[config.mk]
export PLATFORM = sky130hd
export DESIGN_NAME = double_ended_queue_unit_flat
export DESIGN_NICKNAME = d
export VERILOG_FILES = /design/src/rtl/core/deq_pkg.sv /design/src/rtl/core/deq_if.sv /design/src/rtl/core/deq_store.sv /design/src/rtl/core/double_ended_queue_unit.sv /design/src/flat_wrapper.sv
export VERILOG_INCLUDE_DIRS = /design/src /design/src/rtl/core
export SDC_FILE = /design/constraint.sdc
export NUM_CORES = 2
export LEC_CHECK = 0
export BUFFER_PORTS_ARGS = -buffer_cell sky130_fd_sc_hd__buf_2
export CAP_MARGIN = 20
export CORE_ASPECT_RATIO = 0.9
export CORE_MARGIN = 1
export CORE_UTILIZATION = 40
export CTS_CLUSTER_DIAMETER = 60
export DETAILED_ROUTE_END_ITERATION = 16
export GPL_ROUTABILITY_DRIVEN = 1
export PLACE_DENSITY = 0.62
export SLEW_MARGIN = 0
export SYNTH_ARGS = -nofsm -noshare
export SYNTH_HDL_FRONTEND = slang
export SYNTH_HIERARCHICAL = 1
export SYNTH_SLANG_ARGS = --single-unit
[constraint.sdc]
create_clock -name clock -period 4.4 [get_ports clock]
set_clock_uncertainty 0.15 [all_clocks]
set_input_delay 0.44 -clock clock [delete_from_list [all_inputs] [get_ports clock]]
set_output_delay 0.44 -clock clock [all_outputs]
set_load 0.01 [all_outputs]
[src/rtl/core/double_ended_queue_unit_defines.svh]
// assertion macros for the deque unit
`ifndef DOUBLE_ENDED_QUEUE_UNIT_DEFINES_SVH
`define DOUBLE_ENDED_QUEUE_UNIT_DEFINES_SVH

`ifndef SYNTHESIS
`define DEQ_ASSERT_CLK(lbl, clk, rst, prop) \
   lbl: assert property (@(posedge clk) disable iff (rst) prop) \
      else $error("deque assertion failed");
`define DEQ_ASSERT(lbl, prop) `DEQ_ASSERT_CLK(lbl, clock, reset, prop)
`else
`define DEQ_ASSERT_CLK(lbl, clk, rst, prop)
`define DEQ_ASSERT(lbl, prop)
`endif

`endif

[src/rtl/core/deq_pkg.sv]
package deq_pkg;

   localparam int MAX_RESULTS = 32;

   typedef enum logic [2:0] {
      OP_PUSH_FRONT = 3'd0,
      OP_PUSH_BACK  = 3'd1,
      OP_POP_FRONT  = 3'd2,
      OP_POP_BACK   = 3'd3,
      OP_DUMP       = 3'd4
   } op_type;

   typedef enum logic [1:0] {
      ST_OK    = 2'd0,
      ST_EMPTY = 2'd1,
      ST_FULL  = 2'd2
   } status_type;

endpackage

[src/rtl/core/deq_if.sv]
interface deq_req_if;
   logic               valid;
   logic               ready;
   logic [2:0]         op;
   logic signed [31:0] value;

   modport source (output valid, output op, output value, input ready);
   modport sink (input valid, input op, input value, output ready);
endinterface

interface deq_rsp_if;
   logic               valid;
   logic               ready;
   logic signed [31:0] item_value;
   logic [1:0]         status;
   logic               last_item;
   logic [5:0]         entries_held;

   modport source (output valid, output item_value, output status, output last_item,
                   output entries_held, input ready);
   modport sink (input valid, input item_value, input status, input last_item,
                 input entries_held, output ready);
endinterface

[src/rtl/core/deq_store.sv]
module deq_store #(
   parameter int DEPTH = 32
) (
   input  logic                     clock,
   input  logic                     we,
   input  logic [$clog2(DEPTH)-1:0] waddr,
   input  logic [31:0]              wdata,
   input  logic                     re,
   input  logic [$clog2(DEPTH)-1:0] raddr,
   output logic [31:0]              rdata
);

   logic [31:0] mem_ff [DEPTH];
   logic [31:0] rdata_ff;

   always_ff @(posedge clock) begin
      if (we) begin
         mem_ff[waddr] <= wdata;
      end
   end

   // read data holds until the next read
   always_ff @(posedge clock) begin
      if (re) begin
         rdata_ff <= mem_ff[raddr];
      end
   end

   assign rdata = rdata_ff;

endmodule

[src/rtl/core/double_ended_queue_unit.sv]
// push, and empty or full status: result valid the cycle after the transfer
// pop: result loaded from the store's registered read port by the S_READ state once rsp is free
// dump of n entries: first through the read port and S_DUMP, then one per cycle while rsp is free
// with rsp ready, pushes are taken every cycle, pops block requests in S_READ; unused ops give nothing
// synchronous reset clears the state, front pointer, count and result valid
// the entry store is not cleared and needs no clearing pass, only written entries are read
`include "double_ended_queue_unit_defines.svh"

module double_ended_queue_unit #(
   parameter int DEPTH = 32
) (
   input logic        clock,
   input logic        reset,
   deq_req_if.sink    req,
   deq_rsp_if.source  rsp
);

   localparam int IW = $clog2(DEPTH);
   localparam int CW = $clog2(DEPTH + 1);
   localparam int DUMP_MAX = (DEPTH < deq_pkg::MAX_RESULTS) ? DEPTH : deq_pkg::MAX_RESULTS;
   localparam int DW = (DUMP_MAX > 1) ? $clog2(DUMP_MAX) : 1;
   localparam logic [CW-1:0] FULL_COUNT = CW'(DEPTH);
   localparam logic [CW-1:0] DUMP_LIMIT = CW'(DUMP_MAX);
   localparam logic [IW:0]   DEPTH_EXT = (IW + 1)'(DEPTH);
   localparam logic [IW-1:0] LAST_INDEX = IW'(DEPTH - 1);

   typedef enum logic [2:0] {
      S_IDLE = 3'b001,
      S_READ = 3'b010,
      S_DUMP = 3'b100
   } state_type;

   function automatic logic [IW-1:0] wrap_sum(input logic [IW:0] sum);
      logic [IW:0] diff;
      diff = sum - DEPTH_EXT;
      wrap_sum = (sum >= DEPTH_EXT) ? diff[IW-1:0] : sum[IW-1:0];
   endfunction

   state_type   state_ff, state_in;
   logic [IW-1:0] front_ff, front_in;
   logic [CW-1:0] count_ff, count_in;
   logic [DW-1:0] dump_idx_ff, dump_idx_in;
   logic [DW-1:0] dump_last_ff, dump_last_in;

   logic               rsp_valid_ff;
   logic signed [31:0] rsp_item_ff;
   logic [1:0]         rsp_status_ff;
   logic               rsp_last_ff;
   logic [5:0]         rsp_held_ff;

   logic          st_we, st_re;
   logic [IW-1:0] st_waddr, st_raddr;
   logic [31:0]   st_wdata, st_rdata;

   logic          out_free, accept, full, empty, load, ld_last;
   logic          push_op, pop_op;
   logic [31:0]   ld_item;
   deq_pkg::status_type ld_status;
   logic [IW-1:0] front_dec, front_inc, back_addr, tail_addr, dump_addr;
   logic [IW:0]   front_ext, count_ext;
   logic [CW-1:0] dump_n, dump_n_m1;
   logic [CW+5:0] held_wide;

   deq_store #(.DEPTH(DEPTH)) u_store (
      .clock (clock),
      .we    (st_we),
      .waddr (st_waddr),
      .wdata (st_wdata),
      .re    (st_re),
      .raddr (st_raddr),
      .rdata (st_rdata)
   );

   assign out_free  = !rsp_valid_ff || rsp.ready;
   assign req.ready = (state_ff == S_IDLE) && out_free;
   assign accept    = req.valid && req.ready;
   assign full      = (count_ff == FULL_COUNT);
   assign empty     = (count_ff == '0);
   assign push_op   = (req.op == deq_pkg::OP_PUSH_FRONT) || (req.op == deq_pkg::OP_PUSH_BACK);
   assign pop_op    = (req.op == deq_pkg::OP_POP_FRONT) || (req.op == deq_pkg::OP_POP_BACK);

   assign front_ext = (IW + 1)'(front_ff);
   assign count_ext = (IW + 1)'(count_ff);
   assign front_dec = (front_ff == '0) ? LAST_INDEX : front_ff - 1'b1;
   assign front_inc = (front_ff == LAST_INDEX) ? '0 : front_ff + 1'b1;
   assign back_addr = wrap_sum(front_ext + count_ext);
   assign tail_addr = wrap_sum(front_ext + count_ext - 1'b1);
   assign dump_addr = wrap_sum(front_ext + (IW + 1)'(dump_idx_ff) + 1'b1);
   assign dump_n    = (count_ff > DUMP_LIMIT) ? DUMP_LIMIT : count_ff;
   assign dump_n_m1 = dump_n - 1'b1;

   always_comb begin
      state_in     = state_ff;
      front_in     = front_ff;
      count_in     = count_ff;
      dump_idx_in  = dump_idx_ff;
      dump_last_in = dump_last_ff;
      st_we        = 1'b0;
      st_waddr     = front_ff;
      st_wdata     = req.value;
      st_re        = 1'b0;
      st_raddr     = front_ff;
      load         = 1'b0;
      ld_item      = '0;
      ld_status    = deq_pkg::ST_OK;
      ld_last      = 1'b1;
      case (state_ff)
         S_IDLE: begin
            if (accept) begin
               case (deq_pkg::op_type'(req.op))
                  deq_pkg::OP_PUSH_FRONT: begin
                     load = 1'b1;
                     if (full) begin
                        ld_status = deq_pkg::ST_FULL;
                     end else begin
                        st_we    = 1'b1;
                        st_waddr = front_dec;
                        front_in = front_dec;
                        count_in = count_ff + 1'b1;
                     end
                  end
                  deq_pkg::OP_PUSH_BACK: begin
                     load = 1'b1;
                     if (full) begin
                        ld_status = deq_pkg::ST_FULL;
                     end else begin
                        st_we    = 1'b1;
                        st_waddr = back_addr;
                        count_in = count_ff + 1'b1;
                     end
                  end
                  deq_pkg::OP_POP_FRONT: begin
                     if (empty) begin
                        load      = 1'b1;
                        ld_status = deq_pkg::ST_EMPTY;
                     end else begin
                        st_re    = 1'b1;
                        st_raddr = front_ff;
                        front_in = front_inc;
                        count_in = count_ff - 1'b1;
                        state_in = S_READ;
                     end
                  end
                  deq_pkg::OP_POP_BACK: begin
                     if (empty) begin
                        load      = 1'b1;
                        ld_status = deq_pkg::ST_EMPTY;
                     end else begin
                        st_re    = 1'b1;
                        st_raddr = tail_addr;
                        count_in = count_ff - 1'b1;
                        state_in = S_READ;
                     end
                  end
                  deq_pkg::OP_DUMP: begin
                     if (empty) begin
                        load      = 1'b1;
                        ld_status = deq_pkg::ST_EMPTY;
                     end else begin
                        st_re        = 1'b1;
                        st_raddr     = front_ff;
                        dump_idx_in  = '0;
                        dump_last_in = dump_n_m1[DW-1:0];
                        state_in     = S_DUMP;
                     end
                  end
                  default: begin
                  end
               endcase
            end
         end
         S_READ: begin
            if (out_free) begin
               load     = 1'b1;
               ld_item  = st_rdata;
               state_in = S_IDLE;
            end
         end
         S_DUMP: begin
            if (out_free) begin
               load    = 1'b1;
               ld_item = st_rdata;
               ld_last = (dump_idx_ff == dump_last_ff);
               if (dump_idx_ff == dump_last_ff) begin
                  state_in = S_IDLE;
               end else begin
                  // fetch the next entry while this one is sent
                  st_re       = 1'b1;
                  st_raddr    = dump_addr;
                  dump_idx_in = dump_idx_ff + 1'b1;
               end
            end
         end
         default: begin
            state_in = S_IDLE;
         end
      endcase
   end

   assign held_wide = {6'b0, count_in};

   always_ff @(posedge clock) begin
      if (reset) begin
         state_ff     <= S_IDLE;
         front_ff     <= '0;
         count_ff     <= '0;
         rsp_valid_ff <= 1'b0;
      end else begin
         state_ff <= state_in;
         front_ff <= front_in;
         count_ff <= count_in;
         if (load) begin
            rsp_valid_ff <= 1'b1;
         end else if (rsp.ready) begin
            rsp_valid_ff <= 1'b0;
         end
      end
   end

   always_ff @(posedge clock) begin
      dump_idx_ff  <= dump_idx_in;
      dump_last_ff <= dump_last_in;
      if (load) begin
         rsp_item_ff   <= ld_item;
         rsp_status_ff <= ld_status;
         rsp_last_ff   <= ld_last;
         rsp_held_ff   <= held_wide[5:0];
      end
   end

   assign rsp.valid        = rsp_valid_ff;
   assign rsp.item_value   = rsp_item_ff;
   assign rsp.status       = rsp_status_ff;
   assign rsp.last_item    = rsp_last_ff;
   assign rsp.entries_held = rsp_held_ff;

   `DEQ_ASSERT(a_count_bound, (count_ff <= FULL_COUNT))
   `DEQ_ASSERT(a_push_grows, (accept && !full && push_op) |=> (count_ff == $past(count_ff) + 1'b1))
   `DEQ_ASSERT(a_pop_reads, (accept && !empty && pop_op) |=> (state_ff == S_READ))
   `DEQ_ASSERT(a_empty_held, (rsp_valid_ff && rsp_status_ff == deq_pkg::ST_EMPTY) |-> (rsp_held_ff == 6'd0))

endmodule
[src/flat_wrapper.sv]
// flat-port wrapper written by rule: the top's interface ports become plain ports
module double_ended_queue_unit_flat 
#(
   parameter int DEPTH = 32
)
  (clock, reset, req_valid, req_op, req_value, req_ready, rsp_valid, rsp_item_value, rsp_status, rsp_last_item, rsp_entries_held, rsp_ready);
  deq_req_if req_i ();
  deq_rsp_if rsp_i ();
  input logic clock;
  input logic reset;
  input wire logic [$bits(req_i.valid)-1:0] req_valid;
  input wire logic [$bits(req_i.op)-1:0] req_op;
  input wire logic [$bits(req_i.value)-1:0] req_value;
  output wire logic [$bits(req_i.ready)-1:0] req_ready;
  output wire logic [$bits(rsp_i.valid)-1:0] rsp_valid;
  output wire logic [$bits(rsp_i.item_value)-1:0] rsp_item_value;
  output wire logic [$bits(rsp_i.status)-1:0] rsp_status;
  output wire logic [$bits(rsp_i.last_item)-1:0] rsp_last_item;
  output wire logic [$bits(rsp_i.entries_held)-1:0] rsp_entries_held;
  input wire logic [$bits(rsp_i.ready)-1:0] rsp_ready;
  assign req_i.valid = req_valid;
  assign req_i.op = req_op;
  assign req_i.value = req_value;
  assign req_ready = req_i.ready;
  assign rsp_valid = rsp_i.valid;
  assign rsp_item_value = rsp_i.item_value;
  assign rsp_status = rsp_i.status;
  assign rsp_last_item = rsp_i.last_item;
  assign rsp_entries_held = rsp_i.entries_held;
  assign rsp_i.ready = rsp_ready;
  double_ended_queue_unit #(.DEPTH(DEPTH)) u_core (.clock(clock), .reset(reset), .req(req_i), .rsp(rsp_i));
endmodule
== Word level (Yosys, flattened, before mapping) ==
Memory sizes are Yosys's and may differ from the RTL's. A register that Yosys moved wholly into a read port is not among the register bits.
Cells that the tools add are included.

* RAM bits: 1024
* Output and inout bits: 43
* Memories kept: 1
* Input port bits: 39
* Logic and storage cells: 131
* Flip-flop bits (word level): 66

{| class="wikitable"
|+ Memories
! name !! depth !! width !! read ports !! clocked after memory_dff !! write ports !! RTL line !! source
|-
| u_core.u_store.mem_ff || 32 || 32 || 1 || 1 || 1 || deq_store.sv:13 || <nowiki>logic [31:0] mem_ff [DEPTH];</nowiki>
|}

* Mux-type cells: 60
* $lt $le $gt $ge: 4
* Bitwise operators: 1
* Reduce and logical (&&, ||, !) cells: 21
* Equal/unequal tests: 21
* Add/subtract/negate cells: 13

{| class="wikitable"
|+ Operators by type and width
! kind !! number
|-
| 5-bit two-way mux || 21
|-
| 5-bit case mux with 2 select lines || 4
|-
| 5-bit by 1-bit subtractor with 5-bit output, second input constant || 5
|-
| 6-bit two-way mux || 4
|-
| 6-bit greater-or-equal comparator, second input constant || 3
|-
| 3-bit two-way mux || 6
|-
| 1-bit two-way mux || 17
|-
| 6-bit by 1-bit adder with 6-bit output, second input constant || 2
|-
| 6-bit case mux with 2 select lines || 1
|-
| 6-bit by 1-bit subtractor with 6-bit output, second input constant || 2
|-
| 5-bit by 1-bit adder with 5-bit output, second input constant || 2
|-
| 3-bit by 2-bit == test with 1-bit output, second input constant || 3
|-
| 3-bit != test, second input constant || 3
|-
| 3-bit case mux with 3 select lines || 1
|-
| 2-bit by 1-bit != test with 1-bit output, second input constant || 4
|-
| 2-bit != test, second input constant || 4
|-
| 4-bit AND reduction || 2
|-
| 7-bit AND reduction || 1
|-
| 5-bit by 5-bit adder with 6-bit output || 1
|-
| 5-bit by 6-bit adder with 6-bit output || 1
|-
| 3-bit by 1-bit == test with 1-bit output, second input constant || 2
|-
| 3-bit == test, second input constant || 2
|-
| 6-bit == test, second input constant || 1
|-
| 6-bit > comparator, second input constant || 1
|-
| other kinds (18) || 27
|}

== Depth between registers and ports, before layout ==
* Depth in word-level cells: 8
* Mapped depth: 15
* Gate-level depth less buffers: 13

== Hierarchy ==
Netlist, hierarchy kept.

{| class="wikitable"
|+ By module, submodules not included
! module !! cells an instance !! times used !! sequential area each (sq um) !! area each (sq um)
|-
| deq_store || 2260 || 1 || 31710.4 || 40812.9
|-
| double_ended_queue_unit || 358 || 1 || 1831.8 || 3818.7
|}

== Worst setup path after synthesis ==
OpenSTA, ideal clock, no wires.

* Kind: register to register
* Start: reg u_core.front_ff[0]
* End: mem u_core.u_store.mem_ff[18][0] (enable)
* Clock period less this slack: 4.440 ns
* Data arrival time: 3.869 ns
* Stages on the path, launching flop included: 10
* Buffers on the path: 0
* Library setup time: 0.421 ns
* Setup slack: -0.040 ns
* Data required time: 3.829 ns
* Cell sequence: dfxtp_1 > ha_1 > fa_1 > a21o_1 > a21oi_1 > and3_1 > o31ai_1 > xnor2_1 > or3b_2 > nor2_1

* Word-level cells in the longest chain between the ends: 7
* Elaborated cells between the ends (all ways): 12
* Those cells by class: 3 x add/sub; 1 x order compare; 7 x mux; 1 x reduce/logical

{| class="wikitable"
|+ Ends and longest elaborated chain
! item !! RTL line !! source
|-
| start: declaration || double_ended_queue_unit.sv:40 || <nowiki>logic [IW-1:0] front_ff, front_in;</nowiki>
|-
| start signal: assignment || double_ended_queue_unit.sv:210 || <nowiki>front_ff <= front_in;</nowiki>
|-
| 5-bit by 6-bit adder with 6-bit output || double_ended_queue_unit.sv:86 || <nowiki>assign back_addr = wrap_sum(front_ext + count_ext);</nowiki>
|-
| 5-bit by 1-bit subtractor with 5-bit output / 6-bit greater-or-equal comparator (equally long branches) || double_ended_queue_unit.sv:35, double_ended_queue_unit.sv:36 ||
|-
| 5-bit two-way mux || double_ended_queue_unit.sv:36 || <nowiki>wrap_sum = (sum >= DEPTH_EXT) ? diff[IW-1:0] : sum[IW-1:0];</nowiki>
|-
| 5-bit two-way mux || double_ended_queue_unit.sv:124 || <nowiki>if (full) begin</nowiki>
|-
| 5-bit case mux with 2 select lines (*) || double_ended_queue_unit.sv:110 || <nowiki>case (deq_pkg::op_type'(req.op))</nowiki>
|-
| 5-bit two-way mux (*) || double_ended_queue_unit.sv:109 || <nowiki>if (accept) begin</nowiki>
|-
| 5-bit two-way mux (*) || double_ended_queue_unit.sv:107 || <nowiki>case (state_ff)</nowiki>
|-
| net u_core.st_waddr[4] || double_ended_queue_unit.sv:52 || <nowiki>logic [IW-1:0] st_waddr, st_raddr;</nowiki>
|-
| end: declaration || deq_store.sv:13 ||
|}

The timed path passes the listed nets; every way through them passes the cells marked *.

== Final worst setup path ==
* Start: reg u_core.front_ff[0]
* End: reg u_core.u_store.rdata_ff[18] (netlist: u_core/u_store/rdata[18]), read port of u_core.u_store.mem_ff, data pin

* Word-level cells in the longest chain between the ends: 8
* Elaborated cells between the ends (all ways): 16
* Those cells by class: 6 x add/sub; 2 x order compare; 8 x mux

{| class="wikitable"
|+ Ends and longest elaborated chain
! item !! RTL line !! source
|-
| 5-bit by 6-bit adder with 6-bit output || double_ended_queue_unit.sv:87 || <nowiki>assign tail_addr = wrap_sum(front_ext + count_ext - 1'b1);</nowiki>
|-
| 6-bit by 1-bit subtractor with 6-bit output || double_ended_queue_unit.sv:87 ||
|-
| 5-bit by 1-bit subtractor with 5-bit output / 6-bit greater-or-equal comparator (equally long branches) || double_ended_queue_unit.sv:35, double_ended_queue_unit.sv:36 ||
|-
| 5-bit two-way mux || double_ended_queue_unit.sv:36 ||
|-
| 5-bit two-way mux || double_ended_queue_unit.sv:145 || <nowiki>if (empty) begin</nowiki>
|-
| 5-bit two-way mux || -- ||
|-
| 5-bit two-way mux || double_ended_queue_unit.sv:109 ||
|-
| 5-bit case mux with 2 select lines (*) || double_ended_queue_unit.sv:107 ||
|-
| net u_core.st_raddr[4] || double_ended_queue_unit.sv:52 ||
|-
| end: declaration || deq_store.sv:14 || <nowiki>logic [31:0] rdata_ff;</nowiki>
|}

Marks and branches as above.
A chain may end at the register's enable or synchronous reset.

==> key figures <==
Global route
  • Overall routing resource usage: 0.1969
  • Vias in the first global route: 24,110
  • Initial antenna violation count: 6
  • Global-route wire length before repair: roughly 160 mm
  • Largest net degree at the start of global routing: 65
  • Grt ovf: 0

Logic synthesis
  • Dominant cells by area after synthesis: edfxtp_1 (74%), mux2i_1 (12%), a22oi_1 (1.6%), a22o_1 (1.3%), a21oi_1 (1.3%)
  • Post-synthesis net count: between 2,000 and 3,000
  • Sequential share of the synthesized area: 0.7515
  • Number of synthesized register bits: between 1,000 and 1,500
  • Ys flop type: edfxtp_1
  • Avg Cell Area, Syn: 17.05 sq um
  • Area share of the largest cell type after synthesis: 0.7448
  • Post-synthesis cell type count: 65
  • Mapped Cells: approximately 2,600
  • Yosys warnings: 6
  • Yosys top cell by area: edfxtp_1
  • Post-synth EDFFs: about 1,100
  • Fraction of registers with async set/reset: 0
  • Cell Area, Synth: roughly 45,000 sq um

Power and ir drop
  • Power density over the cells: 444.5 nW/um^2
  • Power Internal: 17,850 uW
  • Net Sw Power: 5048 uW
  • Pwr Total: 22,900 uW
  • Leak: 0.01607 uW
  • Power share of the clock group: 0.410
  • VDD IR max: between 0.0002 and 0.0003 V
  • Switching fraction of total power: 0.2204
  • Seq pwr share: 0.519
  • Comb power frac: 0.070

Die
  • Core area: 109,900 sq um
  • Die area: 112,900 sq um
  • I/O pin count: 82
  • Site Rows: 115
  • Die width: approximately 350 um
  • Die Ht: around 320 um
  • Starting Density: 0.4060

Placement
  • GPL Wtd Cong: 0.8056
  • Dpl hpwl: 62.56 mm
  • Placed cells: 4,146
  • Port-buffer cells: 81
  • Place WS: 3.832 ps

STA
  • Slew margin rel.: 0.3725
  • Final setup viols: 0
  • Worst slew pin tran: 937.1 ps
  • Setup WS post-layout: ~190 ps
  • Unrepaired setup endpoints after global routing: no
  • Highest clock rate: 237.4 MHz
  • Tcrit/Tclk final: 0.9574
  • Tmin final: 4212 ps
  • Fin. Hold Viols: 0
  • Final TNS setup: 0 ps
  • Max-slew violation count: 0
  • Hold_ws: 82.80 ps

CTS
  • CTS root buf: clkbuf_16
  • H-tree level count: 3
  • Sink Count: 1,122
  • Clk buf depth: 3
  • Worst-path clk slew: 60 ps
  • Clk Latency, worst-skew pair: about 700 ps
  • Num CTS Buffers: about 110
  • CTS tree: done

Cells and area
  • Final Non-Filler Cells: 4,354
  • Register area: 33,540 sq um
  • Commonest non-fill, non-tap cells in the layout: edfxtp_1 (1,107), mux2i_1 (514), nand2_1 (119)
  • Nets: 2,856
  • Fillers: 9,320
  • Most common cell after layout, fill and taps aside: edfxtp_1
  • Multi-input combinational cell area: roughly 11,000 sq um
  • Layout cell share with drive strength beyond 1: 0.1477
  • Area delta synth->final: 15.41%

Hold path
  • HP Start: req_value[21]
  • WHS Endpoint: u_core/u_store/mem_ff[31][21]$_DFFE_PP_
  • Worst hold stages: 1
  • Worst Hold Class: primary input to register

Drt
  • Initial DRT Pass Iterations: 6
  • Final ANT Viol Nets: 0
  • Routed vias/inst: around 5.6
  • Drt wl/cell: 25.95 um
  • Iter 0 DRT Violations: 2,580
  • DRC: 0
  • Total wire length: 113.0 mm
  • Via total after detailed routing: 24,360

Setup path
  • Worst reg-to-reg setup slack: between 150 and 200 ps
  • RR Endpoint: u_core/u_store/rdata[18]$_DFFE_PP_
  • Required time worst endpoint: 4620 ps
  • Worst setup SP type: register
  • CP startpoint: u_core/front_ff[0]$_SDFFE_PP0P_
  • Critical path arrival: 4430 ps
  • CP Max Fanout: 12
  • Critical path endpoint category: register
  • Worst r2r src: u_core/front_ff[0]$_SDFFE_PP0P_
  • Crit Path Class: register to register
  • R2R depth: 13

Outcome
  • Status: finished, final reports clean

Run
  • Max Cap Viol: 0
==> stage by stage <==
| stage | util | instance area [sq um] |
|---|---|---|
| after global routing | 0.4686 | 51510 |
| after detailed placement | 0.4353 | 47850 |
| after CTS | 0.4685 | 51500 |
| after floorplan | - | 44630 |
| after global placement | 0.4353 | 47850 |
| final | 0.4686 | 51510 |
==> layer usage <==
layer	GRT usage	vias up	part of all wire
li1	-	10710	-
met5	0	-	0.00023
met4	0.05402	4	0.024
met1	0.2712	12540	0.43
met2	0.3189	934	0.48
met3	0.03725	169	0.070
==> worst max path at each step <==
stage | endpoint | slack [ps] | depth (start not counted)
finish | u_core/u_store/rdata[18]$_DFFE_PP_ | 190 | 13
global route | u_core/u_store/rdata[18]$_DFFE_PP_ | 30 | 13
CTS | u_core/u_store/rdata[18]$_DFFE_PP_ | 100 | 13
detailed placement | u_core/u_store/rdata[22]$_DFFE_PP_ | 4 | 13
global placement | u_core/u_store/rdata[18]$_DFFE_PP_ | 190 | 15
floorplan | u_core/u_store/mem_ff[18][0]$_DFFE_PP_ | -40 | 9
==> power by group through the flow <==
stage / clock [uW] / sequential, uW / combinational (uW)
2_1_floorplan: 0 / 12100 / 980
3_3_place_gp: 0 / 12100 / 1580
3_5_place_dp: 0 / 12100 / 1610
4_1_cts: 9540 / 11900 / 1620
5_1_grt: 9970 / 11900 / 1730
6_report: 9400 / 11900 / 1610
==> layout make-up <==
type,instances,area share
clock inverter,74,0.01423
multi-input combinational,1339,0.2047
antenna,1,0.00004858
sequential,1122,0.6512
timing repair buffer,212,0.03721
tap,1462,0.03551
clock buffer,131,0.05621
inverter,13,0.0009473
==> critical path: stages, from the launching register on <==
cell and delay (ps):
dfxtp_1 520, ha_1 260, fa_1 470, inv_1 80, ha_1 190, nor3b_1 220
mux2i_1 140, xor2_1 160, o211ai_1 360, or2_4 360, buf_4 330, nor3_1 100
a31oi_1 320, nand3_1 220
==> what timing repair did <==
| item | in CTS | in global routing |
|---|---|---|
| hold buffers | 1 | 0 |
| hold endpoints to repair | 8 | 0 |
| endpoints found under the setup margin | 2 | 6 |
| gates resized for setup | 0 | 2 |
| buffers inserted | 1 | 0 |
| pin swaps | 1 | 0 |
==> logic make-up (layout without fill, tap and decap cells) <==
logic type      Yosys count  in the layout  synth area share
xor+xnor                 24             24          0.005327
mux                     515            515            0.1158
flops                  1122           1122            0.7515
other cells               0              1                 0
simple gates            419            419           0.04699
buf+inv                 157            430           0.01968
compound gates          363            363           0.05531
fa+ha+maj                18             18          0.005383
==> state kept, by name (all words and copies together), names as in the netlist, 5 cells and up <==
register / count
u_core/count_ext: 6
u_core/rsp.item_value: 32
u_core/u_store/mem_ff: 1024
u_core/dump_idx_ff: 5
u_core/dump_last_ff: 5
u_core/front_ff: 5
u_core/rsp.entries_held: 6
u_core/u_store/rdata: 32
==> Yosys cell counts (all sizes together), types with 3 or more instances <==
cell	n
nor2b	10
nand2b	10
ha	16
nand2	120
a22oi	97
mux2i	514
nor3	39
and2	36
edfxtp	1107
o211ai	4
nor3b	5
or3b	5
nor2	59
o221ai	4
a21o	4
nand3	110
clkbuf	54
xor2	9
a31oi	34
o31ai	5
nor4b	3
or3	4
inv	13
dfxtp	15
a211oi	4
buf	90
a22o	66
o21ai	17
a21oi	112
xnor2	13
and3	6
nand3b	5
(Power assumes the default switching activity.)
